### config.mk
export PLATFORM = sky130hd
export DESIGN_NAME = backslash_escape_decoder
export DESIGN_NICKNAME = d
export VERILOG_FILES = /design/src/rtl/bed_pkg.sv /design/src/rtl/bed_front.sv /design/src/rtl/bed_queue.sv /design/src/rtl/bed_back.sv /design/src/rtl/backslash_escape_decoder.sv
export SDC_FILE = /design/constraint.sdc
export NUM_CORES = 1
export LEC_CHECK = 0
export BUFFER_PORTS_ARGS = -buffer_cell sky130_fd_sc_hd__buf_2
export CAP_MARGIN = 20
export CORE_MARGIN = 2
export CORE_UTILIZATION = 45
export DETAILED_ROUTE_END_ITERATION = 12
export SYNTH_ARGS = -nofsm -noshare
export SYNTH_HDL_FRONTEND = slang
export SYNTH_SLANG_ARGS = --single-unit
### constraint.sdc
create_clock -name clock -period 2.99 [get_ports clock]
set_input_delay 0.299 -clock clock [delete_from_list [all_inputs] [get_ports clock]]
set_output_delay 0.299 -clock clock [all_outputs]
set_load 0.05 [all_outputs]
### src/rtl/bed_pkg.sv
// ----------------------------------------------------------------------------
// bed_pkg
// Shared types, character codes and lookup functions for the backslash
// escape decoder.
// ----------------------------------------------------------------------------
package bed_pkg;

   localparam logic [7:0] CHAR_BACKSLASH = 8'h5C;
   localparam logic [7:0] CHAR_ZERO      = 8'h30;
   localparam logic [7:0] CHAR_SEVEN     = 8'h37;
   localparam logic [7:0] CHAR_X         = 8'h78;
   localparam logic [7:0] CHAR_C         = 8'h63;
   localparam logic [7:0] CHAR_NUL       = 8'h00;

   // One queue entry holds every result that a single input byte causes.
   // The second result, when present, is always a plain data byte.
   typedef struct packed {
      logic [7:0] first_byte;
      logic       first_has;
      logic       first_stop;
      logic [7:0] second_byte;
      logic       has_second;
   } bed_entry_type;

   function automatic logic [7:0] escape_map(input logic [7:0] c);
      logic [7:0] b;
      begin
         unique case (c)
            8'h61:   b = 8'h07;  // a
            8'h62:   b = 8'h08;  // b
            8'h66:   b = 8'h0C;  // f
            8'h6E:   b = 8'h0A;  // n
            8'h72:   b = 8'h0D;  // r
            8'h74:   b = 8'h09;  // t
            8'h76:   b = 8'h0B;  // v
            default: b = c;
         endcase
         return b;
      end
   endfunction

   // Returns {valid, nibble} for an ASCII hex digit.
   function automatic logic [4:0] hex_digit(input logic [7:0] c);
      logic [4:0] r;
      begin
         r = 5'b0;
         if (c >= 8'h30 && c <= 8'h39) begin
            r = {1'b1, c[3:0]};
         end else if ((c >= 8'h61 && c <= 8'h66) || (c >= 8'h41 && c <= 8'h46)) begin
            r = {1'b1, c[3:0] + 4'd9};
         end
         return r;
      end
   endfunction

endpackage

### src/rtl/bed_front.sv
// ----------------------------------------------------------------------------
// bed_front
// Accepts input bytes, tracks the escape state and classifies each byte into
// a queue entry of zero, one or two results.
// ----------------------------------------------------------------------------
module bed_front (
   input  logic                   clock,
   input  logic                   reset,
   input  logic                   cfg_we,
   input  logic                   cfg_stop_enable,
   input  logic                   req_valid,
   input  logic [7:0]             req_data_byte,
   input  logic                   req_last_byte,
   output logic                   req_stall,
   input  logic                   queue_full,
   output logic                   push,
   output bed_pkg::bed_entry_type push_entry
);

   typedef enum logic [4:0] {
      MODE_IDLE = 5'b00001,
      MODE_ESC  = 5'b00010,
      MODE_OCT  = 5'b00100,
      MODE_HEX  = 5'b01000,
      MODE_STOP = 5'b10000
   } bed_mode_type;

   bed_mode_type mode_ff, mode_in;
   logic [8:0]   acc_ff, acc_in;
   logic [1:0]   count_ff, count_in;
   logic         stop_enable_ff, stop_enable_in;

   logic         accept;
   logic         is_bsl;
   logic         idle_emit;
   logic         is_oct;
   logic [4:0]   hex;
   logic [8:0]   oct_acc;
   logic [7:0]   hex_acc;

   assign req_stall = queue_full;
   assign accept    = req_valid && !queue_full;

   assign is_bsl    = (req_data_byte == bed_pkg::CHAR_BACKSLASH);
   assign idle_emit = !(is_bsl && !req_last_byte);
   assign is_oct    = (req_data_byte >= bed_pkg::CHAR_ZERO) &&
                      (req_data_byte <= bed_pkg::CHAR_SEVEN);
   assign hex       = bed_pkg::hex_digit(req_data_byte);
   assign oct_acc   = {acc_ff[5:0], req_data_byte[2:0]};
   assign hex_acc   = {acc_ff[3:0], hex[3:0]};

   assign stop_enable_in = cfg_we ? cfg_stop_enable : stop_enable_ff;

   always_comb begin
      mode_in    = mode_ff;
      acc_in     = acc_ff;
      count_in   = count_ff;
      push       = 1'b0;
      push_entry = '{first_byte: 8'h00, first_has: 1'b1, first_stop: 1'b0,
                     second_byte: req_data_byte, has_second: 1'b0};
      if (accept) begin
         unique case (mode_ff)
            MODE_ESC: begin
               mode_in  = MODE_IDLE;
               acc_in   = '0;
               count_in = '0;
               priority if (req_data_byte == bed_pkg::CHAR_C && stop_enable_ff) begin
                  mode_in               = MODE_STOP;
                  push                  = 1'b1;
                  push_entry.first_has  = 1'b0;
                  push_entry.first_stop = 1'b1;
               end else if (req_data_byte == bed_pkg::CHAR_ZERO && !req_last_byte) begin
                  mode_in = MODE_OCT;
               end else if (req_data_byte == bed_pkg::CHAR_X && !req_last_byte) begin
                  mode_in = MODE_HEX;
               end else begin
                  push                  = 1'b1;
                  push_entry.first_byte = (req_data_byte == bed_pkg::CHAR_ZERO) ?
                                          bed_pkg::CHAR_NUL :
                                          bed_pkg::escape_map(req_data_byte);
               end
            end
            MODE_OCT: begin
               if (is_oct) begin
                  if (count_ff == 2'd2 || req_last_byte) begin
                     push                  = 1'b1;
                     push_entry.first_byte = oct_acc[7:0];
                     mode_in               = MODE_IDLE;
                     acc_in                = '0;
                     count_in              = '0;
                  end else begin
                     acc_in   = oct_acc;
                     count_in = count_ff + 2'd1;
                  end
               end else begin
                  // The pending value goes out first, then the byte itself.
                  push                  = 1'b1;
                  push_entry.first_byte = acc_ff[7:0];
                  push_entry.has_second = idle_emit;
                  acc_in                = '0;
                  count_in              = '0;
                  mode_in               = idle_emit ? MODE_IDLE : MODE_ESC;
               end
            end
            MODE_HEX: begin
               if (hex[4]) begin
                  if (req_last_byte) begin
                     push                  = 1'b1;
                     push_entry.first_byte = hex_acc;
                     mode_in               = MODE_IDLE;
                     acc_in                = '0;
                     count_in              = '0;
                  end else begin
                     acc_in   = {1'b0, hex_acc};
                     count_in = 2'd1;
                  end
               end else begin
                  push                  = 1'b1;
                  push_entry.first_byte = (count_ff != 2'd0) ? acc_ff[7:0] : bed_pkg::CHAR_X;
                  push_entry.has_second = idle_emit;
                  acc_in                = '0;
                  count_in              = '0;
                  mode_in               = idle_emit ? MODE_IDLE : MODE_ESC;
               end
            end
            MODE_STOP: begin
               mode_in = MODE_STOP;
            end
            default: begin
               push                  = idle_emit;
               push_entry.first_byte = req_data_byte;
               mode_in               = idle_emit ? MODE_IDLE : MODE_ESC;
            end
         endcase
      end
   end

   always_ff @(posedge clock) begin
      if (reset) begin
         mode_ff        <= MODE_IDLE;
         acc_ff         <= '0;
         count_ff       <= '0;
         stop_enable_ff <= 1'b1;
      end else begin
         mode_ff        <= mode_in;
         acc_ff         <= acc_in;
         count_ff       <= count_in;
         stop_enable_ff <= stop_enable_in;
      end
   end

   // Once stopped, the decoder stays stopped until reset.
   a_stop_sticky: assert property (@(posedge clock) disable iff (reset)
      mode_ff == MODE_STOP |=> mode_ff == MODE_STOP)
      else $error("decoder left the stopped mode");

   // A stop result never carries a data byte or a second result.
   a_stop_entry: assert property (@(posedge clock) disable iff (reset)
      push && push_entry.first_stop |-> !push_entry.first_has && !push_entry.has_second)
      else $error("stop entry carries data");

endmodule

### src/rtl/bed_queue.sv
// ----------------------------------------------------------------------------
// bed_queue
// Small FIFO of classified entries between the front and back sections.
// ----------------------------------------------------------------------------
module bed_queue #(
   parameter int DEPTH = 4
) (
   input  logic                   clock,
   input  logic                   reset,
   input  logic                   push,
   input  bed_pkg::bed_entry_type push_entry,
   input  logic                   pop,
   output logic                   full,
   output logic                   empty,
   output bed_pkg::bed_entry_type head
);

   localparam int AW = (DEPTH > 1) ? $clog2(DEPTH) : 1;
   localparam int CW = $clog2(DEPTH + 1);

   bed_pkg::bed_entry_type store_ff [DEPTH];
   logic [AW-1:0] wr_ptr_ff, wr_ptr_in;
   logic [AW-1:0] rd_ptr_ff, rd_ptr_in;
   logic [CW-1:0] count_ff, count_in;

   assign full  = (count_ff == CW'(DEPTH));
   assign empty = (count_ff == '0);
   assign head  = store_ff[rd_ptr_ff];

   always_comb begin
      wr_ptr_in = wr_ptr_ff;
      rd_ptr_in = rd_ptr_ff;
      count_in  = count_ff;
      if (push) begin
         wr_ptr_in = (wr_ptr_ff == AW'(DEPTH - 1)) ? '0 : wr_ptr_ff + AW'(1);
      end
      if (pop) begin
         rd_ptr_in = (rd_ptr_ff == AW'(DEPTH - 1)) ? '0 : rd_ptr_ff + AW'(1);
      end
      if (push && !pop) begin
         count_in = count_ff + CW'(1);
      end else if (pop && !push) begin
         count_in = count_ff - CW'(1);
      end
   end

   always_ff @(posedge clock) begin
      if (push) begin
         store_ff[wr_ptr_ff] <= push_entry;
      end
   end

   always_ff @(posedge clock) begin
      if (reset) begin
         wr_ptr_ff <= '0;
         rd_ptr_ff <= '0;
         count_ff  <= '0;
      end else begin
         wr_ptr_ff <= wr_ptr_in;
         rd_ptr_ff <= rd_ptr_in;
         count_ff  <= count_in;
      end
   end

   a_no_overflow: assert property (@(posedge clock) disable iff (reset)
      !(push && full))
      else $error("queue written while full");

   a_no_underflow: assert property (@(posedge clock) disable iff (reset)
      !(pop && empty))
      else $error("queue read while empty");

endmodule

### src/rtl/bed_back.sv
// ----------------------------------------------------------------------------
// bed_back
// Takes queue entries and sends their results out one per cycle while rsp_stall is
// low, through a registered result stage.
// ----------------------------------------------------------------------------
module bed_back (
   input  logic                   clock,
   input  logic                   reset,
   input  bed_pkg::bed_entry_type head,
   input  logic                   empty,
   output logic                   pop,
   output logic                   rsp_valid,
   input  logic                   rsp_stall,
   output logic [7:0]             rsp_decoded_byte,
   output logic                   rsp_has_byte,
   output logic                   rsp_stop_seen,
   output logic                   rsp_run_last
);

   logic       valid_ff, valid_in;
   logic       phase_ff, phase_in;
   logic [7:0] byte_ff, byte_in;
   logic       has_ff, has_in;
   logic       stop_ff, stop_in;
   logic       last_ff, last_in;
   logic       load;

   // The result register can take a new result when it is empty or being taken.
   assign load = !empty && (!valid_ff || !rsp_stall);

   always_comb begin
      valid_in = valid_ff && rsp_stall;
      phase_in = phase_ff;
      byte_in  = byte_ff;
      has_in   = has_ff;
      stop_in  = stop_ff;
      last_in  = last_ff;
      pop      = 1'b0;
      if (load) begin
         valid_in = 1'b1;
         if (phase_ff) begin
            byte_in  = head.second_byte;
            has_in   = 1'b1;
            stop_in  = 1'b0;
            last_in  = 1'b1;
            pop      = 1'b1;
            phase_in = 1'b0;
         end else begin
            byte_in  = head.first_byte;
            has_in   = head.first_has;
            stop_in  = head.first_stop;
            last_in  = !head.has_second;
            pop      = !head.has_second;
            phase_in = head.has_second;
         end
      end
   end

   always_ff @(posedge clock) begin
      if (reset) begin
         valid_ff <= 1'b0;
         phase_ff <= 1'b0;
      end else begin
         valid_ff <= valid_in;
         phase_ff <= phase_in;
      end
   end

   always_ff @(posedge clock) begin
      byte_ff <= byte_in;
      has_ff  <= has_in;
      stop_ff <= stop_in;
      last_ff <= last_in;
   end

   assign rsp_valid        = valid_ff;
   assign rsp_decoded_byte = byte_ff;
   assign rsp_has_byte     = has_ff;
   assign rsp_stop_seen    = stop_ff;
   assign rsp_run_last     = last_ff;

   // While the second half of an entry is owed, that entry stays at the head.
   a_phase_head: assert property (@(posedge clock) disable iff (reset)
      phase_ff |-> !empty && head.has_second)
      else $error("second result owed without a two-result entry");

   // The second result of an entry is always the final one of its byte.
   a_phase_last: assert property (@(posedge clock) disable iff (reset)
      load && phase_ff |=> rsp_valid && rsp_run_last && rsp_has_byte)
      else $error("second result not marked final");

endmodule

### src/rtl/backslash_escape_decoder.sv
// ----------------------------------------------------------------------------
// backslash_escape_decoder
// Decodes a byte string with backslash escapes into plain bytes.
// ----------------------------------------------------------------------------
// Usage:
//   The req_ channel carries one string byte per transfer, with req_last_byte
//   on the final byte. The rsp_ channel gives zero, one or two results per
//   input byte; rsp_run_last marks the final result caused by a byte. The
//   csr_ channel writes the stop enable; csr_ready is always high. Writes are
//   to be made only while the decoder is idle; the block does not enforce this.
//   A byte is classified in the cycle it is accepted and placed in a queue;
//   its results pass from the queue through the result register to rsp_.
//   Throughput is one input byte per cycle while req_stall is low. A byte
//   that ends an octal or hex run and is itself emitted yields two results
//   and occupies the result register for both; the queue absorbs the difference.
//   When the receiver stalls, the result register holds and the queue fills;
//   req_stall rises once the queue is full.
//   Reset is synchronous: it empties the queue, drops rsp_valid, returns the
//   decoder to its idle mode and sets the stop enable to 1. After a stop
//   escape every later byte is taken and dropped until reset.
// ----------------------------------------------------------------------------
module backslash_escape_decoder #(
   parameter int QUEUE_DEPTH = 4
) (
   input  logic       clock,
   input  logic       reset,
   input  logic       csr_valid,
   output logic       csr_ready,
   input  logic       csr_stop_enable,
   input  logic       req_valid,
   output logic       req_stall,
   input  logic [7:0] req_data_byte,
   input  logic       req_last_byte,
   output logic       rsp_valid,
   input  logic       rsp_stall,
   output logic [7:0] rsp_decoded_byte,
   output logic       rsp_has_byte,
   output logic       rsp_stop_seen,
   output logic       rsp_run_last
);

   logic                   push;
   logic                   pop;
   logic                   queue_full;
   logic                   queue_empty;
   bed_pkg::bed_entry_type push_entry;
   bed_pkg::bed_entry_type head;

   assign csr_ready = 1'b1;

   bed_front u_front (
      .clock           (clock),
      .reset           (reset),
      .cfg_we          (csr_valid && csr_ready),
      .cfg_stop_enable (csr_stop_enable),
      .req_valid       (req_valid),
      .req_data_byte   (req_data_byte),
      .req_last_byte   (req_last_byte),
      .req_stall       (req_stall),
      .queue_full      (queue_full),
      .push            (push),
      .push_entry      (push_entry)
   );

   bed_queue #(
      .DEPTH (QUEUE_DEPTH)
   ) u_queue (
      .clock      (clock),
      .reset      (reset),
      .push       (push),
      .push_entry (push_entry),
      .pop        (pop),
      .full       (queue_full),
      .empty      (queue_empty),
      .head       (head)
   );

   bed_back u_back (
      .clock            (clock),
      .reset            (reset),
      .head             (head),
      .empty            (queue_empty),
      .pop              (pop),
      .rsp_valid        (rsp_valid),
      .rsp_stall        (rsp_stall),
      .rsp_decoded_byte (rsp_decoded_byte),
      .rsp_has_byte     (rsp_has_byte),
      .rsp_stop_seen    (rsp_stop_seen),
      .rsp_run_last     (rsp_run_last)
   );

endmodule

==> metrics, run 1 <==
status=finished clean; YS warnings=0; PortBufs=27; clock share of power=0.348; CP Capture Type=flip-flop; clk buf depth=2; worst-margin pin slew=596 ps; Syn Std Cell Area=0.00559 mm²; pin count of the biggest net entering global routing=20; post-synth top area share=0.468; placement row count=40; period utilization=0.930; LEAKAGE=2.37 nW; area of the core=0.0121 mm²; worst hold slack=119 ps; nets=551; layout cells sized above 1=0.271; Avg Inst Size Synth=approximately 12 µm²; CTS buffer count=17; crit-path max FO=5; Top Ports=29; most common cell after layout, fill and taps aside=edfxtp_1; worst skew pair latency=approximately 410 ps; #FFs+latches synth=114; vias in the first global route=approximately 3900; fin. max-slew vios=0; Startpoint Class=primary input; multi-input logic area=between 0.002 and 0.0025 mm²; Routed Antenna Nets=0; Resized Gates After CTS=0; leading post-synthesis cells by cell area=edfxtp_1 (47%), dfxtp_1 (9.7%), mux4_2 (7.7%); DR vias=3973; clock-pin slew on the worst setup and hold paths=50 ps; Peak Freq=359 MHz; r2r setup slk=around 280 ps; GRT Overall Usage=0.209; setup bufs post-CTS=0; Initial DRT Pass Iterations=6; Arr. time, crit path=3120 ps; Net Sw Frac=0.305; Synth cell types=64; switching pwr=around 1.6 mW; die extent in x=115 µm; CTS tree=yes; GRT overflow=0; Worst Path Required=3320 ps; Pwr per Cell Area=roughly 800 mW/mm²; RSZ-0062 raised after global routing=no; final WL=12.9 mm; FF/Latch Area=approximately 0.0032 mm²; # DRC=0; EDFF count, synth=87; Antenna diodes=0; placed wire-length estimate=9.03 mm; MaxCap Viol Count=0; sequential share of the synthesized area=0.564; 1st-iter DRT viols=371; die area=0.0133 mm²; Synth Flop Type=edfxtp_1; syn_nets=487; post-synth top area cell=edfxtp_1; gpl congestion=between 0.9 and 1; ys async rst share=0; htree depth=4; Die Y=115 µm; final-report hold violation count=0; Seq pwr share=0.389; Syn Inst Count=458; first-pass GRT wire length=20.7 mm; Layout area overhead=21.9%; combinational share of power=0.264; CTS root buf=clkbuf_16; Peak VDD IR=around 0.31 mV; Min-Delay Path Class=in2reg; final setup vio count=0; WL/cell=approximately 18 µm; antenna violations before repair=0; Pwr Total=around 5.4 mW; Fillers=a little over 1000; clk_skew=13.9 ps; CTS hold repair buffers=0; CTS sink cnt=114; via-per-instance ratio=5.65; Slew HR=0.602; Initial Util=0.463; Power Internal=3.76 mW; most frequent cells in the layout=edfxtp_1 (87), nand2_1 (44), buf_4 (38), a21oi_1 (31); min Tclk post-route=2780 ps; critical path type=in2reg
-- power groups by stage --
stage	Combinational, mW	Clock, mW	Sequential (mW)
global placement	1.43	0	2.13
CTS	1.45	1.91	2.11
finish	1.43	1.88	2.11
global route	1.56	1.99	2.13
floorplan	0.792	0	2.39
detailed placement	1.45	0	2.14
-- cells in the mapped netlist, types with 11 or more instances --
master	instances
inv_1	14
o21ai_0	27
ha_1	13
a21oi_1	31
nand3_1	13
nand2_1	44
nor2_1	26
mux2_2	11
clkbuf_1	13
edfxtp_1	87
dfxtp_1	27
mux4_2	19
-- kinds of logic (layout without fill, tap and decap cells) --
group	after synthesis	after routing	synth area share
mux	38	38	0.113
compound gates	104	104	0.121
flops	114	114	0.564
xor+xnor	4	4	0.00627
simple gates	144	144	0.132
other cells	1	1	0.000671
fa+ha+maj	14	14	0.0327
buf+inv	39	116	0.0296
-- routing by layer --
metal  vias up  global-route usage  share of wire
li1       1890                   -              -
met5         -                   0              0
met2       137               0.338           0.49
met3        25              0.0455          0.054
met1      1921               0.273           0.43
met4         0              0.0932          0.026
-- worst max-delay path: stages --
cell and delay (ps):
buf_2 130, inv_6 50, ha_4 150, or3b_4 390, o31ai_4 260, o21a_1 160
a21oi_1 100, o32a_1 390, inv_2 100, ha_4 130, inv_1 40, fa_2 330
xor2_1 150, or3_1 300, a21oi_1 120
-- final timing paths --
| kind | from | to | cells past startpoint |
|---|---|---|---|
| worst max-delay path | req_data_byte[1] | u_queue.count_ff[2] | 15 |
| worst min register to register | u_front.count_ff[0] | u_front.count_ff[0] | 2 |
| worst min-delay path | csr_stop_enable | u_front.stop_enable_ff | 3 |
| worst max register to register | u_front.mode_ff[3] | u_queue.count_ff[2] | 12 |
-- cell type report --
| class | count | area share |
|---|---|---|
| Sequential cell | 114 | 0.463 |
| Clock inverter | 12 | 0.0162 |
| Timing Repair Buffer | 69 | 0.0735 |
| Inverter | 15 | 0.00937 |
| Multi-Input combinational cell | 305 | 0.340 |
| Tap cell | 168 | 0.0309 |
| Clock buffer | 20 | 0.0671 |
-- metrics by stage --
| step | setup TNS (ps) | util | instances | worst slack [ps] | cell area [µm²] |
|---|---|---|---|---|---|
| 2_1_floorplan | -94.5 | - | 458 | -94.5 | 5640 |
| 3_3_place_gp | -188 | 0.518 | 671 | -161 | 6240 |
| 3_5_place_dp | -283 | 0.518 | 671 | -203 | 6240 |
| 4_1_cts | 0 | 0.565 | 703 | 220 | 6810 |
| 5_1_grt | 0 | 0.565 | 703 | 97.9 | 6810 |
| 6_report | 0 | 0.565 | 703 | 208 | 6810 |
-- state kept, by name, indices dropped and copies added, names as in the netlist, named ones only --
register / count
u_front.mode_ff: 5
u_back.rsp_has_byte: 1
u_back.rsp_decoded_byte: 8
u_back.phase_ff: 1
u_queue.store_ff: 76
u_front.stop_enable_ff: 1
u_back.rsp_valid: 1
u_front.acc_ff: 8
u_back.rsp_stop_seen: 1
u_queue.rd_ptr_ff: 2
u_queue.count_ff: 3
u_queue.wr_ptr_ff: 2
u_back.rsp_run_last: 1
u_front.count_ff: 2
No activity file was read; power rests on OpenSTA's default activity.
==> run 2, diff against run 1 <==
- clock period: 2.99 -> 2.5 ns (I/O delays scaled with it)
==> run 2 against run 1 <==
Against the previous run: the run now ends with negative setup slack left; non-clock buffer count rose by 38; die area did not move; core utilization rose by 2.7 points; cell count rose by 5.4%; register-to-register slack got worse by 260 ps; sequential power rose by 18%; clock-buffer cell count rose by 3; power rose by 19%; first-iteration DRC count fell by 23%; hold slack got worse by 37 ps; flip-flop and latch count did not move.
==> metrics, run 2 (synthesis results as in run 1) <==
fin. max-slew vios=0 (unchanged); # DRC=0 (unchanged); GRT overflow=0 (unchanged); Top Ports=29 (unchanged); nets=589 (+6.9%); most frequent cells in the layout=edfxtp_1 (87), buf_4 (76), nand2_1 (44), a21oi_1 (29); combinational share of power=0.282 (+0.018); most common cell after layout, fill and taps aside=edfxtp_1; crit path max-delay cell type=or3b_4; CTS buffer count=17 (unchanged); worst skew pair latency=410 ps (about the same); htree depth=4 (unchanged); CTS root buf=clkbuf_16; vias in the first global route=4044 (+4.0%); Initial DRT Pass Iterations=7 (+1); Seq pwr share=0.386 (-0.003); Power Internal=4.52 mW (+20%); CTS sink cnt=114 (unchanged); clk buf depth=2 (unchanged); Layout area overhead=27.7%; die area=0.0133 mm² (unchanged); GRT Overall Usage=0.217 (+0.00754); Net Sw Frac=0.300 (-0.00455); CP delay by family, top=compound AO/OA/AOI/OAI gates; Reg with most FFs=u_queue.store_ff; die extent in x=115 µm (unchanged); Worst Path Required=2840 ps (-480 ps); Pwr Total=6.46 mW (+19%); Slowest Stage Delay on Critical Path=390 ps (about the same); Final Util=0.592 (+0.0272); Arr. time, crit path=2890 ps (-230 ps); first-pass GRT wire length=21.5 mm (+3.7%); clk_skew=13.6 ps (-0.310 ps); Peak Freq=392 MHz; RSZ-0062 raised after global routing=yes; MaxCap Viol Count=0 (unchanged); placed wire-length estimate=9.72 mm (+7.7%); pin count of the biggest net entering global routing=20 (unchanged); fin cells=741 (+5.4%); period utilization=1.02; DR vias=4081 (+2.7%); PortBufs=27 (unchanged); Die Y=115 µm (unchanged); post-route setup slack=-53.5 ps (-261 ps); LEAKAGE=2.57 nW (+8.5%); Startpoint Class=primary input; via-per-instance ratio=5.51 (-2.5%); final setup vio count=1 (+1); gpl congestion=0.915 (-7.4%); placement row count=40 (unchanged); CTS hold repair buffers=0 (unchanged); critical path type=in2reg; status=finished with violations; CP Capture Type=flip-flop; Final TNS setup=-53.5 ps (-53.5 ps); switching pwr=1.94 mW (+18%); Buf+Inv Stages, Crit Path=4 (unchanged); layout cells sized above 1=0.333 (+0.0623); Min-Delay Path Class=in2reg; Peak VDD IR=0.413 mV (+33%); max reg flops=76 (unchanged); antenna violations before repair=0 (unchanged); placed insts=705 (+5.1%); crit path cell chain=buf_12 > inv_16 > ha_4 > or3b_4 > o31ai_4 > o21a_1 > a21oi_2 > o32a_1 > inv_2 > ha_4 > inv_2 > fa_2 > xor2_1 > or3_1 > a21oi_1; final-report hold violation count=0 (unchanged); area of the core=0.0121 mm² (unchanged); DP Worst Slack=-754 ps (-551 ps); CTS tree=yes; 1st-iter DRT viols=285 (-23%); failing checks=negative setup slack; clock-pin slew on the worst setup and hold paths=50 ps (about the same); Fillers=990 (-3.3%); Routed Antenna Nets=0 (unchanged); clock share of power=0.332 (-0.016); crit-path max FO=3 (-2); min Tclk post-route=roughly 2600 ps; Initial Util=0.463 (unchanged); final WL=13.5 mm (+4.5%); Antenna diodes=0 (unchanged); WL/cell=18.2 µm (-0.82%); Pwr per Cell Area=905 mW/mm² (+14%)
run 2: final cells by class:
cell class | instances | area (µm²) | share of cell area
sequential | 114 | 3160 | 0.442
multi-input combinational | 305 | 2340 | 0.328
timing repair buffer | 107 | 807 | 0.113
clock buffer | 23 | 489 | 0.0685
tap | 168 | 210 | 0.0295
inverter | 15 | 77.6 | 0.0109
clock inverter | 9 | 56.3 | 0.00789
run 2: power by group through the flow:
stage | Combinational, mW | Sequential [mW] | Clock, mW
floorplan | 0.953 | 2.86 | 0
global placement | 1.81 | 2.52 | 0
detailed placement | 1.83 | 2.53 | 0
CTS | 1.85 | 2.50 | 2.19
global route | 1.98 | 2.52 | 2.29
finish | 1.82 | 2.49 | 2.15
run 2: worst register-to-register path, cell delays in order, from the launching register on:
cell and delay, ps:
dfxtp_2 350, xor2_2 180, o211ai_1 240, a21o_1 190, nor4_1 60, o32a_1 210, inv_2 100, ha_4 130
inv_2 30, fa_2 330, xor2_1 160, or3_1 300, a21oi_1 120
run 2: repair_timing:
action,in CTS,in global routing
buffers inserted,3,1
setup endpoints to repair,2,2
endpoints found under the hold margin,0,0
pin swaps,3,5
resized for setup,8,5
run 2: through the flow:
step,area [µm²],hold WS [ps]
3_3_place_gp,6520,449
6_report,7140,81.2
3_5_place_dp,6520,455
2_1_floorplan,5660,349
5_1_grt,7140,77.1
4_1_cts,7120,69.0
run 2: metal layers:
layer,part of all wire,vias up,GRT usage
li1,-,1959,-
met1,0.44,2020,0.271
met4,0.0065,0,0.0610
met5,0,-,0
met3,0.033,6,0.0544
met2,0.52,96,0.375
run 2: final timing paths:
path | start | endpoint | slack [ps] | cells after the start
hold / removal | csr_stop_enable | u_front.stop_enable_ff | 80 | 3
setup / recovery | req_data_byte[1] | u_queue.count_ff[2] | -50 | 15
hold reg to reg | u_front.count_ff[0] | u_front.count_ff[0] | 460 | 2
setup reg to reg | u_front.mode_ff[2] | u_queue.count_ff[2] | 20 | 12
